--- src/sv/stick_radial_deadzone_assert.svh ---
// Assertion helpers for the radial dead-zone block.
`ifndef STICK_RADIAL_DEADZONE_ASSERT_SVH
`define STICK_RADIAL_DEADZONE_ASSERT_SVH
`ifndef SYNTH
`define SRD_ASSERT_IMPL(label, clk, rst_n, ante, cons) \
  label: assert property (@(posedge clk) disable iff (!rst_n) (ante) |-> (cons)) \
    else $error("assertion failed");
`define SRD_ASSERT_NEXT(label, clk, rst_n, ante, cons) \
  label: assert property (@(posedge clk) disable iff (!rst_n) (ante) |=> (cons)) \
    else $error("assertion failed");
`else
`define SRD_ASSERT_IMPL(label, clk, rst_n, ante, cons)
`define SRD_ASSERT_NEXT(label, clk, rst_n, ante, cons)
`endif
`endif

--- src/sv/srd_pkg.sv ---
`default_nettype none
package srd_pkg;
  localparam int unsigned DzW = 15;
  localparam int unsigned SampleW = 16;
  localparam int unsigned MagW = 16;
  localparam int unsigned SumW = 32;
  localparam int unsigned FullScale = 32767;
  localparam int unsigned QW = 16;
  localparam int unsigned SqrtSteps = 16;
  localparam int unsigned SqrtPerStage = 4;
  localparam int unsigned DivSteps = 16;
  localparam int unsigned DivPerStage = 4;
  localparam logic [DzW-1:0] LeftDzReset = 15'd7849;
  localparam logic [DzW-1:0] RightDzReset = 15'd8689;
  localparam logic CfgLeft = 1'b0;
  localparam logic CfgRight = 1'b1;

  // Side data that travels along the pipe with each word.
  typedef struct packed {
    logic             neg_x;
    logic             neg_y;
    logic [SampleW-1:0] ax;
    logic [SampleW-1:0] ay;
    logic [DzW-1:0]   dz;
  } srd_side_t;
endpackage
`default_nettype wire

--- src/sv/srd_div.sv ---
`default_nettype none
// Pipelined restoring divider for a 32-bit dividend with 16-bit quotient,
// four quotient bits per stage. The quotient is known to fit in 16 bits.
module srd_div #(
  parameter type tag_t = logic
) (
  input  wire logic                     clk,
  input  wire logic                     rst_n,
  input  wire logic                     adv,
  input  wire logic                     in_vld,
  input  wire logic [srd_pkg::SumW-1:0] in_num,
  input  wire logic [srd_pkg::QW-1:0]   in_den,
  input  wire tag_t                     in_tag,
  output logic                          out_vld,
  output logic [srd_pkg::QW-1:0]        out_quo,
  output tag_t                          out_tag
);
  import srd_pkg::*;
  localparam int unsigned NStg = DivSteps / DivPerStage;
  localparam int unsigned RemW = QW + 1;

  logic [NStg:0]   vld_r;
  logic [RemW-1:0] rem_r [NStg+1];
  logic [QW-1:0]   lo_r  [NStg+1];
  logic [QW-1:0]   den_r [NStg+1];
  tag_t            tag_r [NStg+1];

  always_comb begin
    vld_r[0] = in_vld;
    rem_r[0] = {1'b0, in_num[SumW-1 -: QW]};
    lo_r[0]  = in_num[QW-1:0];
    den_r[0] = in_den;
    tag_r[0] = in_tag;
  end

  for (genvar s = 0; s < NStg; s++) begin : g_stg
    logic [RemW-1:0] rem_nxt;
    logic [QW-1:0]   lo_nxt;
    always_comb begin
      logic [RemW-1:0] sh;
      rem_nxt = rem_r[s];
      lo_nxt = lo_r[s];
      for (int k = 0; k < DivPerStage; k++) begin
        sh = {rem_nxt[RemW-2:0], lo_nxt[QW-1]};
        if (sh >= {1'b0, den_r[s]}) begin
          rem_nxt = sh - {1'b0, den_r[s]};
          lo_nxt = {lo_nxt[QW-2:0], 1'b1};
        end else begin
          rem_nxt = sh;
          lo_nxt = {lo_nxt[QW-2:0], 1'b0};
        end
      end
    end
    always_ff @(posedge clk) begin
      if (!rst_n) begin
        vld_r[s+1] <= 1'b0;
      end else if (adv) begin
        vld_r[s+1] <= vld_r[s];
      end
      if (adv) begin
        rem_r[s+1] <= rem_nxt;
        lo_r[s+1] <= lo_nxt;
        den_r[s+1] <= den_r[s];
        tag_r[s+1] <= tag_r[s];
      end
    end
  end

  assign out_vld = vld_r[NStg];
  assign out_quo = lo_r[NStg];
  assign out_tag = tag_r[NStg];
endmodule
`default_nettype wire

--- config.mk ---
export PLATFORM = sky130hd
export DESIGN_NAME = srd_div
export DESIGN_NICKNAME = d
export VERILOG_FILES = /design/src/sv/stick_radial_deadzone_assert.svh /design/src/sv/srd_pkg.sv /design/src/sv/srd_div.sv
export SDC_FILE = /design/constraint.sdc
export NUM_CORES = 1
export LEC_CHECK = 0
export BUFFER_PORTS_ARGS = -buffer_cell sky130_fd_sc_hd__buf_2
export CORE_MARGIN = 3
export CORE_UTILIZATION = 55
export DETAILED_ROUTE_END_ITERATION = 16
export GPL_TIMING_DRIVEN = 0
export PLACE_DENSITY = 0.72
export SETUP_SLACK_MARGIN = 0.2
export SLEW_MARGIN = 5
export SYNTH_ARGS = -nofsm -noshare
export SYNTH_HDL_FRONTEND = slang
export SYNTH_SLANG_ARGS = --single-unit
--- constraint.sdc ---
create_clock -name clk -period 14.2 [get_ports clk]
set_input_delay 1.42 -clock clk [delete_from_list [all_inputs] [get_ports clk]]
set_output_delay 1.42 -clock clk [all_outputs]
set_load 0.01 [all_outputs]
# == Yosys cells after proc, flatten, opt, wreduce, memory -nomap -nowiden ==
# Cells that the tools add are included.
# word_totals
register_bits,168
elab_cells,80
# op_classes
n_addsub,15
magnitude_cmp,16
n_mux,31
# ops
op,n
17-bit by 16-bit greater-or-equal comparator with 1-bit output,16
16-bit two-way mux,15
16-bit subtractor,15
1-bit two-way mux,16

# == Depth between registers and ports, before layout ==
# depth
word_depth,8
depth_mapped,48
ltp_nobuf,43

# == Least setup slack after synthesis ==
# No wires, ideal clock.
# synth_timing
path_type,input to register
start,input port in_den[1] (netlist bit)
end,"register rem_r[58] (netlist bit), data pin"
setup_ns,0.260
arrival_ns,10.335
t_required_ns,13.940
slack_ns,3.605
stages,46
n_path_buf,6
cell_sequence,inv_1 -> ha_1 -> nor2b_1 -> o31ai_1 -> a21oi_2 -> a211oi_2 -> or2_1 -> buf_6 -> clkbuf_1 -> nor2_1 -> a21oi_1 -> inv_1 -> ha_1 -> nor2b_1 -> o31ai_1 -> a31oi_1 -> o22ai_1 -> o21ai_0 -> [... 10 more ...] -> nand2_1 -> a211o_1 -> a21o_1 -> nand2_1 -> o311a_2 -> inv_2 -> buf_2 -> mux2_1 -> ha_1 -> or2_2 -> a21oi_1 -> a21oi_1 -> a21oi_1 -> a31oi_1 -> a221o_1 -> a221oi_4 -> buf_6 -> mux2_4
# synth_via
elab_chain_cells,8
# synth_rtl
element,line,text
start: declaration,srd_div.sv:12,"input wire logic [srd_pkg::QW-1:0] in_den,"
16-bit subtractor / 17-bit by 16-bit greater-or-equal comparator with 1-bit output (equally long branches),"srd_div.sv:46, srd_div.sv:45",
16-bit two-way mux,srd_div.sv:45,"if (sh >= {1'b0, den_r[s]}) begin"
16-bit subtractor / 17-bit by 16-bit greater-or-equal comparator with 1-bit output (equally long branches),"srd_div.sv:46, srd_div.sv:45",
16-bit two-way mux,srd_div.sv:45,
16-bit subtractor / 17-bit by 16-bit greater-or-equal comparator with 1-bit output (equally long branches),"srd_div.sv:46, srd_div.sv:45",
16-bit two-way mux,srd_div.sv:45,
16-bit subtractor / 17-bit by 16-bit greater-or-equal comparator with 1-bit output (equally long branches),"srd_div.sv:46, srd_div.sv:45",
16-bit two-way mux *,srd_div.sv:45,
net g_stg[0].rem_nxt[7],srd_div.sv:37,logic [RemW-1:0] rem_nxt;
end signal: indexed assignment,srd_div.sv:61,rem_r[s+1] <= rem_nxt;
end: declaration,srd_div.sv:23,logic [RemW-1:0] rem_r [NStg+1];
# Mark *: on every way through the listed nets, which the timed path passes. The rest lies on a longest branch.
# A chain may end at the register's enable or synchronous reset.

# == Final worst setup path ==
# layout_timing
start,register den_r[33] (netlist bit)
end,"register rem_r[28] (netlist bit), data pin"
# layout_via
elab_chain_cells,8
# layout_rtl
element,line,text
start: declaration,srd_div.sv:25,logic [QW-1:0] den_r [NStg+1];
start signal: indexed assignment,srd_div.sv:63,den_r[s+1] <= den_r[s];
16-bit subtractor / 17-bit by 16-bit greater-or-equal comparator with 1-bit output (equally long branches),"srd_div.sv:46, srd_div.sv:45",
16-bit two-way mux,srd_div.sv:45,
16-bit subtractor / 17-bit by 16-bit greater-or-equal comparator with 1-bit output (equally long branches),"srd_div.sv:46, srd_div.sv:45",
16-bit two-way mux,srd_div.sv:45,
16-bit subtractor / 17-bit by 16-bit greater-or-equal comparator with 1-bit output (equally long branches),"srd_div.sv:46, srd_div.sv:45",
16-bit two-way mux,srd_div.sv:45,
16-bit subtractor / 17-bit by 16-bit greater-or-equal comparator with 1-bit output (equally long branches),"srd_div.sv:46, srd_div.sv:45",
16-bit two-way mux *,srd_div.sv:45,
net g_stg[2].rem_nxt[11],srd_div.sv:37,
# Marked as above.

==> results.cfg <==
[run_status]
outcome = complete, no violations

[clocking]
clk_latency_ns = 0.45
cts_root_buffer = clkbuf_16
cts_buffers = 17
clock-sinks = 168
cts_tree = yes
clk_pin_slew_ns = 0.08
post_cts_resized = 0
hold_buffers = 0
post_cts_buffers = 0
cts_htree_levels = 4
clockBufferDepth = 2

[timing]
fin_crit_sh_pct = 91.50
fin_setup_tns_ns = 0
maxSlewViolCount = 0
setup_violations = 0
rsz0062_at_grt = no
fin_crit_ns = 12.99
whs_ns = 0.4107
relSlewSlack_pct = 54.86
tightest_slew_ns = 0.6731
final-hold-violation-count = 0
fin_skew_ns = 0.01484
fmax_ghz = 0.07696
fin_ws_ns = 1.206

[job]
max-cap-violations = 0

[synthesis]
ys_seq_elements = 168
netlist_instances = 2214
synth_area_mm2 = 0.01993
synth.area.top_cells = edfxtp_1 (25%), ha_1 (16%), mux2_2 (5.8%), a21oi_1 (4.8%), xnor2_1 (4.4%)
yosysUniqueCellTypes = 95
syn_nets = 2538
syn_area_per_cell_um2 = 9.001
ys_seq_area_share_pct = 25.11
yosys.area.top_type = edfxtp_1
yosys-top-cells-count = ha_1 (256), a21oi_1 (192), edfxtp_1 (164), nor2_1 (163), inv_1 (160)
synth-async-reset-ratio_pct = 0
ys.flop_type = edfxtp_1
synth_top_area_share_pct = 24.71
synth-edff-count = 164
yosysWarnings = 0
yosysMostFrequentCell = ha_1

[hold_path]
hold_class = reg -> reg
min_from = lo_r[42]
min_to = lo_r[30]
holdPathStages = 0

[setup_path]
critPathMaxStageDelay_ns = 0.59
arrival_ns = 13.19
slowest_stage = a2111oi_0
worst_setup_path_end_kind = register
critical_path_class = reg -> reg
path_max_fanout = 10
reg2reg_from = den_r[33]
start_kind = register
critPathRequiredTime_ns = 14.40
rrSetupSlack_ns = 1.21
cp_common_cell = ha_1
startpoint = den_r[33]
rr_worst_depth = 46
r2r-end = rem_r[28]

[finish]
final_util_pct = 60.24
nets = 2628
ff_latch_area_mm2 = 0.005005
diodes = 0
multi_input_area_mm2 = 0.01399
drive_above_1_share_pct = 13.38
fillers = 3124
area_growth_pct = 7.779

[floorplan]
core_area_mm2 = 0.03566
die_w_um = 196.4
rows = 69
die-area_mm2 = 0.03856
io_pins = 71
die_h_um = 196.4
start_util_pct = 55.89

[route]
drt_iter0_markers = 1368
routed_via_density = 6.240
post_drt_wl_per_cell_um = 19.57
vias = 17335
postRouteAntennaNets = 0
first_pass_iters = 6
wirelength_mm = 54.36
drc = 0

[grt]
antenna_found_initial = 0
grt_pass1_vias = 16337
track_usage_pct = 27.73
overflow = 0
grt_max_degree = 95
grt_pass1_wl_mm = 85.41

[placement]
hpwl_mm = 43.43
post-place-ws_ns = 1.393
gp_congestion = 0.9485
io_buffers = 70
==> flip-flops by register name, summed over array words and instances (netlist names) <==
name / cells
den_r: 48
lo_r: 48
out_quo: 16
out_tag: 1
out_vld: 1
rem_r: 48
tag_r: 3
vld_r: 3
==> kinds of logic after synthesis <==
family	Yosys count	share of synthesized area [%]
AOI/OAI and AO/OA	631	20.54
xor gates and xnor gates	151	6.636
adders and majority gates	271	17.58
buffers and inverters	214	4.671
DFF	168	25.11
muxes	185	10.76
and+or+nand+nor	594	14.70
==> metrics by stage <==
| stage | cells | area (um2) |
|---|---|---|
| global route | 2778 | 21480 |
| floorplan | 2214 | 19930 |
| global placement | 2745 | 20860 |
| CTS | 2778 | 21480 |
| finish | 2778 | 21480 |
| detailed placement | 2746 | 20890 |
==> how the worst max path moves through the flow <==
stage	cells after the start	slack (ns)	endpoint
6_report	46	1.21	rem_r[28]
5_1_grt	47	0.39	rem_r[25]
4_1_cts	46	1.45	rem_r[28]
3_5_place_dp	47	1.39	rem_r[62]
3_3_place_gp	46	1.62	rem_r[29]
2_1_floorplan	46	3.60	rem_r[58]
==> critical path: cells and delay by family (launching register included) <==
family	cells	cell delay (ns)
and+or+nand+nor	9	2.23
adders and majority gates	4	1.31
AOI/OAI and AO/OA	20	5.05
buffers and inverters	10	2.45
DFF	1	0.58
muxes	3	1.11
==> metal layers <==
metal | vias to the layer above | track usage [%] | wire, um | part of all wire, %
li1 | 8450 | - | - | -
met2 | 533 | 46.71 | 25870 | 48
met3 | 92 | 3.214 | 2880 | 5.3
met4 | 0 | 9.585 | 1595 | 2.9
met1 | 8260 | 37.24 | 24010 | 44
met5 | - | 0 | 0 | 0
==> area by class of cell <==
cell class / instances / share of cell area [%]
sequential: 168 / 23.30
timing repair buffer: 71 / 1.806
tap: 461 / 2.685
clock inverter: 15 / 0.7456
buffer: 48 / 1.398
clock buffer: 17 / 1.981
inverter: 166 / 2.936
multi-input combinational: 1832 / 65.15
==> placed cells by master, fill, tap and decap left out, types with 7 or more instances in the layout <==
| cell type | n |
|---|---|
| o211ai_1 | 13 |
| o31a_1 | 11 |
| o21bai_1 | 18 |
| nand4_1 | 38 |
| inv_1 | 160 |
| nor2b_1 | 47 |
| a211o_1 | 7 |
| mux2_2 | 103 |
| o21a_1 | 50 |
| a211oi_1 | 17 |
| a21o_1 | 62 |
| a31oi_1 | 23 |
| or3_1 | 16 |
| mux2i_1 | 38 |
| a21oi_1 | 192 |
| nor3_1 | 43 |
| mux2_1 | 17 |
| buf_2 | 78 |
| ha_1 | 256 |
| fa_1 | 15 |
| and3_1 | 12 |
| nand2_1 | 136 |
| nor2_1 | 163 |
| xor2_1 | 50 |
| clkbuf_1 | 16 |
| xnor2_1 | 101 |
| mux2_4 | 26 |
| nor3b_1 | 8 |
| o31ai_1 | 14 |
| clkbuf_16 | 17 |
| edfxtp_1 | 164 |
| or2_2 | 15 |
| nand2b_1 | 25 |
| buf_4 | 17 |
| a21boi_0 | 10 |
| o21ai_0 | 132 |
| nand3_1 | 42 |
| nor4_1 | 18 |
Power is left out: the tool's default activity adds up to more than one toggle a clock period on the data nets, which glitch-free logic cannot reach.
