==> src/sv/stick_radial_deadzone_assert.svh <==
// Assertion helpers for the radial dead-zone block.
`ifndef STICK_RADIAL_DEADZONE_ASSERT_SVH
`define STICK_RADIAL_DEADZONE_ASSERT_SVH
`ifndef SYNTH
`define SRD_ASSERT_IMPL(label, clk, rst_n, ante, cons) \
  label: assert property (@(posedge clk) disable iff (!rst_n) (ante) |-> (cons)) \
    else $error("assertion failed");
`define SRD_ASSERT_NEXT(label, clk, rst_n, ante, cons) \
  label: assert property (@(posedge clk) disable iff (!rst_n) (ante) |=> (cons)) \
    else $error("assertion failed");
`else
`define SRD_ASSERT_IMPL(label, clk, rst_n, ante, cons)
`define SRD_ASSERT_NEXT(label, clk, rst_n, ante, cons)
`endif
`endif

==> src/sv/srd_pkg.sv <==
`default_nettype none
package srd_pkg;
  localparam int unsigned DzW = 15;
  localparam int unsigned SampleW = 16;
  localparam int unsigned MagW = 16;
  localparam int unsigned SumW = 32;
  localparam int unsigned FullScale = 32767;
  localparam int unsigned QW = 16;
  localparam int unsigned SqrtSteps = 16;
  localparam int unsigned SqrtPerStage = 4;
  localparam int unsigned DivSteps = 16;
  localparam int unsigned DivPerStage = 4;
  localparam logic [DzW-1:0] LeftDzReset = 15'd7849;
  localparam logic [DzW-1:0] RightDzReset = 15'd8689;
  localparam logic CfgLeft = 1'b0;
  localparam logic CfgRight = 1'b1;

  // Side data that travels along the pipe with each word.
  typedef struct packed {
    logic             neg_x;
    logic             neg_y;
    logic [SampleW-1:0] ax;
    logic [SampleW-1:0] ay;
    logic [DzW-1:0]   dz;
  } srd_side_t;
endpackage
`default_nettype wire

==> src/sv/srd_sqrt.sv <==
`default_nettype none
// Pipelined integer square root, four result bits per stage.
module srd_sqrt (
  input  wire logic                     clk,
  input  wire logic                     rst_n,
  input  wire logic                     adv,
  input  wire logic                     in_vld,
  input  wire logic [srd_pkg::SumW-1:0] in_sum,
  input  wire srd_pkg::srd_side_t       in_side,
  output logic                          out_vld,
  output logic [srd_pkg::MagW-1:0]      out_mag,
  output srd_pkg::srd_side_t            out_side
);
  import srd_pkg::*;
  localparam int unsigned NStg = SqrtSteps / SqrtPerStage;
  localparam int unsigned RemW = MagW + 2;

  logic [NStg:0]           vld_r;
  logic [SumW-1:0]         v_r    [NStg+1];
  logic [RemW-1:0]         rem_r  [NStg+1];
  logic [MagW-1:0]         root_r [NStg+1];
  srd_side_t               side_r [NStg+1];

  always_comb begin
    vld_r[0]  = in_vld;
    v_r[0]    = in_sum;
    rem_r[0]  = '0;
    root_r[0] = '0;
    side_r[0] = in_side;
  end

  for (genvar s = 0; s < NStg; s++) begin : g_stg
    logic [SumW-1:0] v_nxt;
    logic [RemW-1:0] rem_nxt;
    logic [MagW-1:0] root_nxt;
    always_comb begin
      logic [RemW-1:0] trial;
      v_nxt = v_r[s];
      rem_nxt = rem_r[s];
      root_nxt = root_r[s];
      for (int k = 0; k < SqrtPerStage; k++) begin
        rem_nxt = {rem_nxt[RemW-3:0], v_nxt[SumW-1 -: 2]};
        v_nxt = {v_nxt[SumW-3:0], 2'b00};
        trial = {root_nxt, 2'b01};
        if (rem_nxt >= trial) begin
          rem_nxt = rem_nxt - trial;
          root_nxt = {root_nxt[MagW-2:0], 1'b1};
        end else begin
          root_nxt = {root_nxt[MagW-2:0], 1'b0};
        end
      end
    end
    always_ff @(posedge clk) begin
      if (!rst_n) begin
        vld_r[s+1] <= 1'b0;
      end else if (adv) begin
        vld_r[s+1] <= vld_r[s];
      end
      if (adv) begin
        v_r[s+1] <= v_nxt;
        rem_r[s+1] <= rem_nxt;
        root_r[s+1] <= root_nxt;
        side_r[s+1] <= side_r[s];
      end
    end
  end

  assign out_vld = vld_r[NStg];
  assign out_mag = root_r[NStg];
  assign out_side = side_r[NStg];
endmodule
`default_nettype wire

==> config.mk <==
export PLATFORM = sky130hd
export DESIGN_NAME = srd_sqrt
export DESIGN_NICKNAME = d
export VERILOG_FILES = /design/src/sv/stick_radial_deadzone_assert.svh /design/src/sv/srd_pkg.sv /design/src/sv/srd_sqrt.sv
export SDC_FILE = /design/constraint.sdc
export NUM_CORES = 1
export LEC_CHECK = 0
export BUFFER_PORTS_ARGS = -buffer_cell sky130_fd_sc_hd__buf_4
export CAP_MARGIN = 20
export CORE_AREA = 3 3 231 233
export CTS_CLUSTER_SIZE = 8
export DETAILED_ROUTE_END_ITERATION = 16
export DIE_AREA = 0 0 234 236
export GPL_ROUTABILITY_DRIVEN = 0
export GPL_TIMING_DRIVEN = 0
export SYNTH_ARGS = -nofsm -noshare
export SYNTH_HDL_FRONTEND = slang
export SYNTH_SLANG_ARGS = --single-unit
export TNS_END_PERCENT = 20
==> constraint.sdc <==
create_clock -name clk -period 11.3 [get_ports clk]
set_clock_uncertainty 0.2 [all_clocks]
set_input_delay 0.565 -clock clk [delete_from_list [all_inputs] [get_ports clk]]
set_output_delay 0.565 -clock clk [all_outputs]
set_load 0.03 [all_outputs]
* Yosys cells after proc, flatten, opt, wreduce, memory -nomap -nowiden
Cells that the tools add are included.
** Word-level totals
- Register bits after elaboration :: 336
- Input bits :: 85
- Output and inout port bits :: 66
- Logic and storage cells :: 96
** Cells by class
- $add $sub $neg :: 15
- $lt $le $gt $ge :: 16
- Multiplexer cells :: 31
** Operator list (number)
- $mux 16 :: 15
- $ge 18x10->1 :: 1
- $ge 18x11->1 :: 1
- $ge 18x12->1 :: 1
- $ge 18x13->1 :: 1
- $ge 18x14->1 :: 1
- $ge 18x15->1 :: 1
- $ge 18x16->1 :: 1
- $ge 18x17->1 :: 1
- $ge 18x3->1 :: 1
- $ge 18x4->1 :: 1
- $ge 18x5->1 :: 1
- $ge 18x6->1 :: 1
- $ge 18x7->1 :: 1
- $ge 18x8->1 :: 1
- $ge 18x9->1 :: 1
- $mux 1 :: 16
- $sub 16x10->16 :: 1
- $sub 16x11->16 :: 1
- $sub 16x12->16 :: 1
- $sub 16x13->16 :: 1
- $sub 16x14->16 :: 1
- $sub 16x15->16 :: 1
- $sub 16x16->16 :: 1
- other kinds (9) :: 9

* Depth between registers and ports, before layout
- Word-level depth :: 8
- Depth in mapped cells :: 49
- Mapped depth without buffers :: 45

* Worst setup path before layout
OpenSTA, ideal clock, no wires.
- Path type :: register -> register
- From :: register root_r[38] in the netlist's numbering
- To :: register rem_r[31] in the netlist's numbering, data pin
- Library setup time :: 260 ps
- Arrival :: 8836 ps
- Data required time :: 10840 ps
- Path slack :: 2005 ps
- Cell stages (with the launch flop) :: 47
- Path buffers :: 5
- Clock period less this slack :: 9295 ps
- Cell sequence :: edfxtp_1 inv_1 ha_1 clkbuf_1 a21o_1 a31o_2 a21oi_2 nand3_1 inv_1 buf_1 nor2_1 nor2_1 ha_1 a21o_1 a21o_1 a2111oi_0 nor3_1 or2_2 [11 not listed] a21o_1 a21oi_1 o2111ai_1 nor2_1 nand2_1 clkbuf_1 nor2_1 a21oi_1 ha_1 nor3b_1 mux2_2 nor3_1 a211o_1 nand3_1 nor2_1 clkbuf_1 nor2_1 mux2_2
** On the way
- Longest elaborated chain between the ends :: 8
- Elaborated cells between the ends (all ways) :: 15
- Those cells by class :: add/sub (4); order compare (4); mux (7)
** RTL lines
- start: declaration :: line srd_sqrt.sv:21 : logic [MagW-1:0] root_r [NStg+1];
- start signal: indexed assignment :: line srd_sqrt.sv:62 : root_r[s+1] <= root_nxt;
- $sub 16x10->16 or $ge 18x10->1 (tied branches) :: line srd_sqrt.sv:46, srd_sqrt.sv:45
- $mux 16 or $mux 1 (tied branches) :: line srd_sqrt.sv:45 : if (rem_nxt >= trial) begin
- $sub 16x11->16 or $ge 18x11->1 (tied branches) :: line srd_sqrt.sv:46, srd_sqrt.sv:45
- $mux 16 or $mux 1 (tied branches) :: line srd_sqrt.sv:45
- $ge 18x12->1 * :: line srd_sqrt.sv:45
- $mux 1 * :: line srd_sqrt.sv:45
- net g_stg[2].$5.trial[2] :: line srd_sqrt.sv:37 : logic [RemW-1:0] trial;
- $sub 16x13->16 or $ge 18x13->1 (tied branches) :: line srd_sqrt.sv:46, srd_sqrt.sv:45
- $mux 16 * :: line srd_sqrt.sv:45
- net g_stg[2].rem_nxt[13] :: line srd_sqrt.sv:34 : logic [RemW-1:0] rem_nxt;
- end signal: indexed assignment :: line srd_sqrt.sv:61 : rem_r[s+1] <= rem_nxt;
- end: declaration :: line srd_sqrt.sv:20 : logic [RemW-1:0] rem_r [NStg+1];
The timed path passes the listed nets; every way through them passes the cells marked *.
A chain may end at the register's enable or synchronous reset.

* Worst setup path after layout
- From :: register root_r[32] in the netlist's numbering
- To :: register rem_r[31] in the netlist's numbering, data pin
Same word-level chain as after synthesis.

==> Implementation_results.wiki <==
{| class="wikitable"
! Metric !! Value
|-
| Net count reported at finish || around 2400
|-
| Number of instances in the synthesized netlist || 1884
|-
| Vias after detailed routing || 15400
|-
| Part of the cycle the worst path needs || 0.947
|-
| Crit-path max cell delay || 500 ps
|-
| Crit path max-delay family || simple AND/OR/NAND/NOR gates
|-
| HPWL after detailed placement || 36.3 mm
|-
| DRC errors left || 0
|-
| Number of sinks on the clock net || 336
|-
| Area growth syn-to-layout || 20.8%
|-
| Setup ws final || 595 ps
|-
| CTS Root Buffer Type || clkbuf_16
|-
| Setup crit end kind || register
|-
| Measured slew at the worst slew-check pin || 939 ps
|-
| Count of boundary I/O pins || 151
|-
| Dominant cell type by area after synthesis || edfxtp_1
|-
| Buf+Inv Stages, Crit Path || 7
|-
| Cts bufs inserted || a little under 50
|-
| Startpoint Class || register
|-
| Worst EP required || 11420 ps
|-
| Post-synth EDFFs || 332
|-
| Number of setup violations in the final report || 0
|-
| Number of filler cells placed in the layout || roughly 4600
|-
| DRT antenna net count || 0
|-
| Via count of the first global-routing pass || between 10000 and 15000
|-
| Worst setup path start || root_r[32]
|-
| Max Cap Violations || 0
|-
| Number of placement rows || between 80 and 90
|-
| WP data arrival || about 11000 ps
|-
| Power density over the cells || 270 nW/um^2
|-
| Cell total after placement || 2716
|-
| Global route overflow || 0
|-
| Class of the tightest hold or removal check || in -> reg
|-
| Summed instance area of the synthesized netlist || 20400 um^2
|-
| Source of the worst register-to-register timing path || root_r[32]
|-
| Area of the die || 55200 um^2
|-
| CTS tree || built
|-
| Warnings, synthesis || 0
|-
| Die extent in x || 234 um
|-
| Final Total Pwr || 6.67 mW
|-
| H-Tree Depth || 2
|-
| Unrepaired setup endpoints after global routing || false
|-
| Number of max-slew violations in the final report || 0
|-
| Setup Slack @ Placement || -662 ps
|-
| Hold WS || 62.1 ps
|-
| Starting DRT DRC Count || 1217
|-
| Total Neg Setup Slack || 0 ps
|-
| Static power due to leakage || approximately 10 nW
|-
| Total inserted antenna cells || 0
|-
| Cell type of the slowest stage on the worst timing path || a2111oi_0
|-
| Final hold violation count || 0
|-
| Clk_lat worst skew || 570 ps
|-
| Crit Path Category || reg -> reg
|-
| I/O Buffers || 149
|-
| Worst vdd rail ir drop || between 150 and 200 uV
|-
| Most Frequent Cell on Critical Path || nor2_1
|-
| Average vias per placed instance || 5.40
|-
| Share of synthesized registers carrying an async set or reset || 0
|-
| Result of the run || finished clean
|-
| Wire length of the first global-routing pass || 77.7 mm
|-
| Post-synthesis sequential element count || ~340
|-
| Mean area per synthesized cell || 10.9 um^2
|-
| Total routing usage reported by global routing || 0.173
|-
| Placed Area || between 20000 and 25000 um^2
|-
| CTS clock-pin slew for the worst setup and hold paths || 50 ps
|-
| Portion of synthesized cell area occupied by the leading cell type || 0.488
|-
| Routed WL || 48.8 mm
|-
| Pin count of the biggest net entering global routing || between 100 and 150
|-
| Ratio of cells with drive above 1 in the final layout || 0.165
|-
| Highest fanout seen on the critical path || 12
|-
| Core area || 51400 um^2
|-
| Bufs on Longest Clock Path || 3
|-
| Layout Cells excl Fill || around 2900
|-
| Worst hold path startpoint || in_vld
|-
| Number of antenna violations at the first check in global routing || 0
|-
| Detail-routed net length per standard cell || 17.1 um
|-
| Normalized max-slew margin || 0.369
|-
| FMAX || approximately 93 MHz
|-
| Detailed-routing iteration count for the pre-antenna-repair pass || 5
|-
| Synth Flop Type || edfxtp_1
|-
| Final core occ || 0.481
|-
| Period minus WS final || 10700 ps
|-
| Initial cell density of the core || 0.398
|-
| Count of cell types in the netlist || 95
|-
| Die height || about 240 um
|-
| Share of synthesized area occupied by flip-flops and latches || 0.491
|-
| Most area-consuming cells after synthesis || edfxtp_1, ha_1, xnor2_1
|-
| Post-route design area || 24700 um^2
|}
path summary, 6_finish.rpt:
kind,slack (ps),endpoint,cells past startpoint
max,600,rem_r[31],44
min,60,vld_r[1],3
max reg2reg,600,rem_r[31],44
min reg2reg,200,out_side[8],0
layer usage:
layer	global-route usage	routed length [um]
met1	0.233	21700
met2	0.289	23600
met3	0.0249	2240
met4	0.0534	1220
met5	0	0
cell usage after synthesis, types with 14 or more instances:
| cell | instances |
|---|---|
| inv_1 | 106 |
| and2_1 | 14 |
| buf_4 | 49 |
| nand4_1 | 17 |
| xnor2_1 | 82 |
| nor2_1 | 132 |
| nand2b_1 | 19 |
| ha_1 | 151 |
| nor3_1 | 51 |
| clkbuf_1 | 24 |
| a31oi_1 | 24 |
| o21a_1 | 20 |
| nor2b_1 | 21 |
| a21oi_1 | 122 |
| nand3_1 | 49 |
| mux2_2 | 20 |
| edfxtp_1 | 332 |
| a21o_1 | 63 |
| nand2_1 | 149 |
| o21bai_1 | 15 |
| xor2_1 | 37 |
| o21ai_0 | 104 |
| o31ai_1 | 16 |
| mux2i_1 | 16 |
registers in the layout (all words and copies together) (netlist names):
name / flops
out_side: 49
out_vld: 1
rem_r: 48
side_r: 147
v_r: 24
g_stg.v_nxt: 24
root_r: 24
out_mag: 16
vld_r: 3
where the power goes:
group | internal [mW] | switching (mW)
registers | 1.59 | 0.0799
logic | 1.55 | 2.14
clock network | 0.798 | 0.504
total | 3.95 | 2.73
logic make-up after synthesis:
kind of cell	after synthesis	share of synthesized area
other	1	0.000183
adder cells (fa/ha/maj)	151	0.0924
buffers and inverters	194	0.0463
flip-flops	336	0.491
AND/OR/NAND/NOR	560	0.140
AO/OA/AOI/OAI	485	0.158
XOR/XNOR	120	0.0518
multiplexers	37	0.0199
cell usage in the layout, fill, tap and decap left out, types with 14 or more instances in the layout:
cell           count
o21a_1            20
edfxtp_1         332
inv_1            102
nor2b_1           21
and2_1            14
ha_1             151
a21o_1            63
nand3_1           49
buf_4            199
nor3_1            49
dlygate4sd3_1     74
mux2i_1           16
o21ai_0          103
nor2_1           129
nand2b_1          19
mux2_2            20
nand4_1           17
clkbuf_1          23
a31oi_1           23
nand2_1          148
xor2_1            37
clkbuf_16         49
a21oi_1          120
o21bai_1          15
xnor2_1           82
tightest hold or removal path, delay by kind of cell:
kind	cells	cell delay, ps
buffers and inverters	1	80
multiplexers	1	50
AND/OR/NAND/NOR	1	90
timing repair:
item                                    CTS  global route
hold buffers                             74             0
gates resized for setup                   8            38
setup buffers                             0             2
endpoints found under the setup margin   17            18
hold endpoints to repair                 76             0
pin swaps                                 0             1
cell type report:
type	count	area [um^2]	share of cell area
Sequential cell	336	10000	0.407
Clock buffer	57	1260	0.0509
Multi-Input combinational cell	1355	9520	0.385
Tap cell	680	851	0.0344
Inverter	110	413	0.0167
Timing Repair Buffer	227	1940	0.0784
Clock inverter	7	115	0.00466
Buffer	84	561	0.0227
No activity file was read; power rests on OpenSTA's default activity.
